===== config.mk =====
export PLATFORM = sky130hd
export DESIGN_NAME = url_host_classifier
export DESIGN_NICKNAME = d
export VERILOG_FILES = /design/src/sv/uhc_pkg.sv /design/src/sv/url_host_classifier.sv
export SDC_FILE = /design/constraint.sdc
export NUM_CORES = 1
export LEC_CHECK = 0
export BUFFER_PORTS_ARGS = -buffer_cell sky130_fd_sc_hd__buf_2
export CAP_MARGIN = 20
export CORE_MARGIN = 2
export CORE_UTILIZATION = 40
export CTS_CLUSTER_DIAMETER = 100
export DETAILED_ROUTE_END_ITERATION = 10
export GPL_TIMING_DRIVEN = 0
export PLACE_DENSITY = 0.65
export SETUP_SLACK_MARGIN = 0.02
export SYNTH_ARGS = -nofsm -noshare
export SYNTH_HDL_FRONTEND = slang
export SYNTH_SLANG_ARGS = --single-unit

===== constraint.sdc =====
create_clock -name clk -period 4.7 [get_ports clk]
set_clock_uncertainty 0.1 [all_clocks]
set_input_delay 0.705 -clock clk [delete_from_list [all_inputs] [get_ports clk]]
set_output_delay 0.705 -clock clk [all_outputs]
set_load 0.005 [all_outputs]

===== src/sv/uhc_pkg.sv =====
// ----------------------------------------------------------------------------
// URL host classifier package
// Shared character constants, suffix codes and result status codes.
// ----------------------------------------------------------------------------
package uhc_pkg;

  localparam logic [7:0] PREFIX_LEN = 8'd7;

  localparam logic [7:0] PREFIX_TEXT [0:6] = '{
    8'h68, 8'h74, 8'h74, 8'h70, 8'h3A, 8'h2F, 8'h2F
  };

  localparam logic [31:0] SUFFIX_GOV = 32'h2E67_6F76;
  localparam logic [31:0] SUFFIX_ORG = 32'h2E6F_7267;

  localparam logic [7:0] UPPER_FIRST = 8'd65;
  localparam logic [7:0] UPPER_LAST  = 8'd90;
  localparam logic [7:0] DIGIT_FIRST = 8'd48;
  localparam logic [7:0] DIGIT_LAST  = 8'd57;
  localparam logic [7:0] CASE_OFFSET = 8'd32;
  localparam logic [7:0] CHAR_DOT    = 8'h2E;
  localparam logic [7:0] CHAR_SLASH  = 8'h2F;
  localparam logic [7:0] CHAR_COLON  = 8'h3A;

  localparam logic [2:0] OCTET_COUNT = 3'd4;
  localparam logic [7:0] COUNT_MAX   = 8'd255;
  localparam logic [7:0] SHORT_NAME  = 8'd4;

  typedef enum logic [2:0] {
    STATUS_BAD_PREFIX = 3'd0,
    STATUS_IPV4       = 3'd1,
    STATUS_GOV        = 3'd2,
    STATUS_ORG        = 3'd3,
    STATUS_OTHER      = 3'd4
  } status_t;

endpackage


===== src/sv/url_host_classifier.sv =====
// ----------------------------------------------------------------------------
// URL host classifier
// Streams a URL one character per transfer and classifies its host.
// ----------------------------------------------------------------------------
// Usage:
//   Input channel (char_in, is_last) carries one URL character per transfer;
//   is_last marks the final character. The output channel carries one result
//   (status, ipv4_address, octet_overflow, host_length) per URL, on the
//   transfer that follows the character marked last.
//   Throughput: one character per cycle. The per-character work (case fold,
//   prefix compare, multiply-by-ten octet accumulate, suffix shift) sits
//   between the input register and the parse state / result register.
//   The result is registered when the last character leaves the input register.
//   Reset clears the parse state and both valid flags; the next character
//   starts a new URL. After each result the parse state returns to reset.
//   Receiver stall: the result register holds; characters that give no
//   result keep flowing, and the input stalls only when a final character
//   meets a full, stalled result register.
// ----------------------------------------------------------------------------
module url_host_classifier (
  input  logic        clk,
  input  logic        rst,
  input  logic        in_valid,
  output logic        in_stall,
  input  logic [7:0]  char_in,
  input  logic        is_last,
  output logic        out_valid,
  input  logic        out_stall,
  output logic [2:0]  status,
  output logic [31:0] ipv4_address,
  output logic        octet_overflow,
  output logic [7:0]  host_length
);

  logic       s1_valid;
  logic [7:0] s1_char;
  logic       s1_last;
  logic       out_free;
  logic       s1_go;

  logic [7:0]  char_position, char_position_next;
  logic        prefix_good, prefix_good_next;
  logic        host_ended, host_ended_next;
  logic        host_numeric, host_numeric_next;
  logic [2:0]  octet_index, octet_index_next;
  logic [7:0]  octet_accum, octet_accum_next;
  logic        overflow_seen, overflow_seen_next;
  logic [31:0] address_acc, address_acc_next;
  logic [31:0] tail_chars, tail_chars_next;
  logic [7:0]  host_count, host_count_next;

  logic [7:0]         c;
  logic [11:0]        wide_acc;
  logic [11:0]        digit_sum;
  uhc_pkg::status_t   res_status;
  logic [31:0]        res_addr;
  logic               res_ovf;
  logic [7:0]         res_len;

  function automatic logic [31:0] place_octet(input logic [31:0] acc,
                                              input logic [2:0]  idx,
                                              input logic [7:0]  val);
    logic [31:0] r;
    r = acc;
    if (idx < uhc_pkg::OCTET_COUNT) begin
      case (idx[1:0])
        2'd0:    r[31:24] = r[31:24] | val;
        2'd1:    r[23:16] = r[23:16] | val;
        2'd2:    r[15:8]  = r[15:8]  | val;
        default: r[7:0]   = r[7:0]   | val;
      endcase
    end
    return r;
  endfunction

  assign out_free = !out_valid || !out_stall;
  assign s1_go    = s1_valid && (!s1_last || out_free);
  assign in_stall = s1_valid && !s1_go;

  always_comb begin
    c = s1_char;
    if (s1_char inside {[uhc_pkg::UPPER_FIRST:uhc_pkg::UPPER_LAST]}) begin
      c = s1_char + uhc_pkg::CASE_OFFSET;
    end

    char_position_next = char_position;
    prefix_good_next   = prefix_good;
    host_ended_next    = host_ended;
    host_numeric_next  = host_numeric;
    octet_index_next   = octet_index;
    octet_accum_next   = octet_accum;
    overflow_seen_next = overflow_seen;
    address_acc_next   = address_acc;
    tail_chars_next    = tail_chars;
    host_count_next    = host_count;

    wide_acc  = {4'b0, octet_accum};
    digit_sum = (wide_acc << 3) + (wide_acc << 1) + {8'b0, c[3:0]};

    if (char_position < uhc_pkg::PREFIX_LEN) begin
      if (c != uhc_pkg::PREFIX_TEXT[char_position[2:0]]) begin
        prefix_good_next = 1'b0;
      end
    end else if (!host_ended) begin
      if (c == uhc_pkg::CHAR_SLASH || c == uhc_pkg::CHAR_COLON) begin
        host_ended_next = 1'b1;
      end else begin
        if (host_count < uhc_pkg::COUNT_MAX) begin
          host_count_next = host_count + 8'd1;
        end
        tail_chars_next = {tail_chars[23:0], c};
        if (c inside {[uhc_pkg::DIGIT_FIRST:uhc_pkg::DIGIT_LAST]}) begin
          if (octet_index < uhc_pkg::OCTET_COUNT) begin
            if (digit_sum > 12'd255) begin
              octet_accum_next   = 8'd255;
              overflow_seen_next = 1'b1;
            end else begin
              octet_accum_next = digit_sum[7:0];
            end
          end
        end else if (c == uhc_pkg::CHAR_DOT) begin
          if (octet_index < uhc_pkg::OCTET_COUNT) begin
            address_acc_next = place_octet(address_acc, octet_index, octet_accum);
            octet_index_next = octet_index + 3'd1;
          end
          octet_accum_next = 8'd0;
        end else begin
          host_numeric_next = 1'b0;
        end
      end
    end
    if (char_position < uhc_pkg::COUNT_MAX) begin
      char_position_next = char_position + 8'd1;
    end

    res_addr = 32'd0;
    res_ovf  = 1'b0;
    res_len  = 8'd0;
    if (!prefix_good_next || char_position_next < uhc_pkg::PREFIX_LEN) begin
      res_status = uhc_pkg::STATUS_BAD_PREFIX;
    end else begin
      res_len = host_count_next;
      if (host_numeric_next) begin
        res_status = uhc_pkg::STATUS_IPV4;
        res_addr   = place_octet(address_acc_next, octet_index_next, octet_accum_next);
        res_ovf    = overflow_seen_next;
      end else if (host_count_next >= uhc_pkg::SHORT_NAME &&
                   tail_chars_next == uhc_pkg::SUFFIX_GOV) begin
        res_status = uhc_pkg::STATUS_GOV;
      end else if (host_count_next >= uhc_pkg::SHORT_NAME &&
                   tail_chars_next == uhc_pkg::SUFFIX_ORG) begin
        res_status = uhc_pkg::STATUS_ORG;
      end else begin
        res_status = uhc_pkg::STATUS_OTHER;
      end
    end
  end

  always_ff @(posedge clk) begin
    if (rst) begin
      s1_valid <= 1'b0;
    end else if (!in_stall) begin
      s1_valid <= in_valid;
    end
    if (in_valid && !in_stall) begin
      s1_char <= char_in;
      s1_last <= is_last;
    end
  end

  always_ff @(posedge clk) begin
    if (rst || (s1_go && s1_last)) begin
      char_position <= 8'd0;
      prefix_good   <= 1'b1;
      host_ended    <= 1'b0;
      host_numeric  <= 1'b1;
      octet_index   <= 3'd0;
      octet_accum   <= 8'd0;
      overflow_seen <= 1'b0;
      address_acc   <= 32'd0;
      tail_chars    <= 32'd0;
      host_count    <= 8'd0;
    end else if (s1_go) begin
      char_position <= char_position_next;
      prefix_good   <= prefix_good_next;
      host_ended    <= host_ended_next;
      host_numeric  <= host_numeric_next;
      octet_index   <= octet_index_next;
      octet_accum   <= octet_accum_next;
      overflow_seen <= overflow_seen_next;
      address_acc   <= address_acc_next;
      tail_chars    <= tail_chars_next;
      host_count    <= host_count_next;
    end
  end

  always_ff @(posedge clk) begin
    if (rst) begin
      out_valid <= 1'b0;
    end else if (out_free) begin
      out_valid <= s1_go && s1_last;
    end
    if (out_free && s1_go && s1_last) begin
      status         <= res_status;
      ipv4_address   <= res_addr;
      octet_overflow <= res_ovf;
      host_length    <= res_len;
    end
  end

endmodule


==> results_dict.tcl <==
set metrics [dict create \
    status "finished clean" \
    worstMarginPinSlew_ns 0.936 \
    hold_buffers 0 \
    total_power_mw 2.84 \
    critPathArrivalTime_ns 3.90 \
    drt_iter0_markers 448 \
    synthTopCellsByArea "dfxtp_1, edfxtp_1, a21oi_1, nor2_1, nand2_1" \
    fin_cells 1133 \
    cts_tree "yes" \
    max_slew_margin_pct 37.6 \
    critPathRequiredTime_ns 4.75 \
    cts_buffers 17 \
    final_cell_mix "nor2_1, nand2_1, dfxtp_1" \
    ys_seq_area_share_pct 47.5 \
    syn_avg_cell_area_um2 9.16 \
    grt_max_degree 34 \
    area_delta_synth_final_pct 15.9 \
    async_flop_share_pct 0 \
    drive_above_1_share_pct 12.3 \
    drv_cap 0 \
    core_area_mm2 0.0181 \
    overflow 0 \
    antenna_found_initial 0 \
    cts_resized 0 \
    layout_setup_ws_ns 0.853 \
    post-cts-setup-buffer-count 0 \
    io_pins 59 \
    syn_inst 813 \
    drt_wl_total_mm 19.0 \
    power_density_mw_per_mm2 329 \
    wl_per_cell_um 16.8 \
    nets 930 \
    start_kind "flop" \
    h-tree-depth 4 \
    synth-seq-cells 150 \
    syn-cell-area_mm2 0.00744 \
    viasPerCell 5.60 \
    cts_root_buf "clkbuf_16" \
    initial_core_util_pct 41.2 \
    grt_first_pass_wirelength_mm 30.8 \
    final_area_mm2 0.00863 \
    ir_worst_vdd_v 0.000226 \
    dp_slack_ns 0.893 \
    period_share_pct 81.9 \
    rsz0062_at_grt "false" \
    antenna_cells 0 \
    dp_cells 1101 \
    synth_top_area_cell "dfxtp_1" \
    yosys_most_used_dff "dfxtp_1" \
    place.gp.congestion 0.882 \
    ant_nets 0 \
    place_area_mm2 0.00804 \
    p_leak_nw 3.05 \
    clockBufferDepth 2 \
    io_buffer_count 58 \
    layout_min_cycle_time_ns 3.85 \
    final-max-slew-violation-count 0 \
    insertion_delay_ns 0.43 \
    fmaxAchievable_mhz 260 \
    hold_path_class "in -> reg" \
    die_h_um 140 \
    end_kind "flop" \
    dieWidth_um 140 \
    drc_errors 0 \
    final_common_cell "nor2_1" \
    finalSetupTns_ns 0 \
    critPathKind "reg -> reg" \
    r2r_slack_ns 0.85 \
    path_max_fanout 8 \
    synth_top_area_share_pct 26.1 \
    yosysWarnings 0 \
    num_rows 49 \
    vias 6349 \
    dieArea_mm2 0.0197 \
    hold_violations 0 \
    cts_sinks 150 \
    hpwlAfterDp_mm 13.3 \
    grt.total_usage_pct 19.8 \
    synth.distinct_cells 73 \
    syn_nets 852 \
    path_clk_slew_ns 0.06 \
    grt_pass1_vias 5921 \
    first_pass_iters 5 \
    setup_viol 0 \
    synth_edf_count 53 \
]
-- metal layers --
layer | up-vias | GRT usage (%) | share of wire [%]
met5 | - | 0 | 0
met4 | 0 | 7.02 | 2.2
met3 | 34 | 4.21 | 5.2
met2 | 195 | 32.1 | 47
met1 | 2974 | 26.2 | 46
li1 | 3146 | - | -
-- synth_stat cells, types with 9 or more instances --
library cell and count:
edfxtp_1 53, o21ai_0 10, a31oi_1 28, xor2_1 9, nand4_1 11, or3_1 10
nor2_1 106, mux2i_1 14, and3_1 10, and2_1 10, nand2_1 102, ha_1 24
nand3_1 11, a221oi_1 28, clkbuf_1 49, inv_1 14, nor4_1 11, a21oi_1 88
dfxtp_1 97
-- power by group --
group / switching [mW] / internal (mW) / total [mW]
sequential: 0.00821 / 1.35 / 1.36
clock: 0.546 / 0.820 / 1.37
combinational: 0.0794 / 0.0324 / 0.112
total: 0.633 / 2.20 / 2.84
-- final timing paths --
check / start / to / cells after the start
worst max-delay path: s1_char[3]$_DFFE_PP_ / ipv4_address[30]$_SDFFCE_PP0P_ / 11
worst min-delay path: char_in[7] / s1_char[7]$_DFFE_PP_ / 1
worst max register to register: s1_char[3]$_DFFE_PP_ / ipv4_address[30]$_SDFFCE_PP0P_ / 11
worst min register to register: tail_chars[28]$_SDFFE_PP0P_ / tail_chars[28]$_SDFFE_PP0P_ / 2
-- critical path: stages (launching register included) --
cell and delay, ns:
edfxtp_1 0.51, fa_1 0.60, inv_1 0.06, fa_1 0.46, nor2b_1 0.18, o2111ai_1 0.17
o31a_1 0.38, or3_1 0.37, clkbuf_1 0.18, o21a_2 0.27, o21ai_0 0.18, a21oi_1 0.11
-- kinds of logic after synthesis --
group / after synthesis / share of synthesized area, %
muxes: 16 / 2.18
adders and majority gates: 26 / 4.57
buffers and inverters: 70 / 3.78
and+or+nand+nor: 320 / 20.6
AOI/OAI and AO/OA: 214 / 19.4
xor gates and xnor gates: 17 / 2.00
DFF: 150 / 47.5
-- layout make-up --
class	count	area, um2
tap	229	287
timing repair buffer	59	310
clock buffer	23	469
multi-input combinational	593	3630
inverter	14	52.6
fill	1747	9460
buffer	56	229
clock inverter	9	116
sequential	150	3530
-- state kept, by name, indices dropped and copies added, names as in the netlist, 8 cells and up --
name and cells:
host_length 8, octet_accum 8, address_acc 32, host_count 8
ipv4_address 32, tail_chars 32, s1_char 8, char_position 8
-- through the flow --
step,hold WS [ns],util [%]
floorplan,0.331,-
global route,0.333,47.7
finish,0.348,47.7
CTS,0.336,47.7
detailed placement,0.343,44.5
global placement,0.341,44.4
No activity file was read; power rests on OpenSTA's default activity.
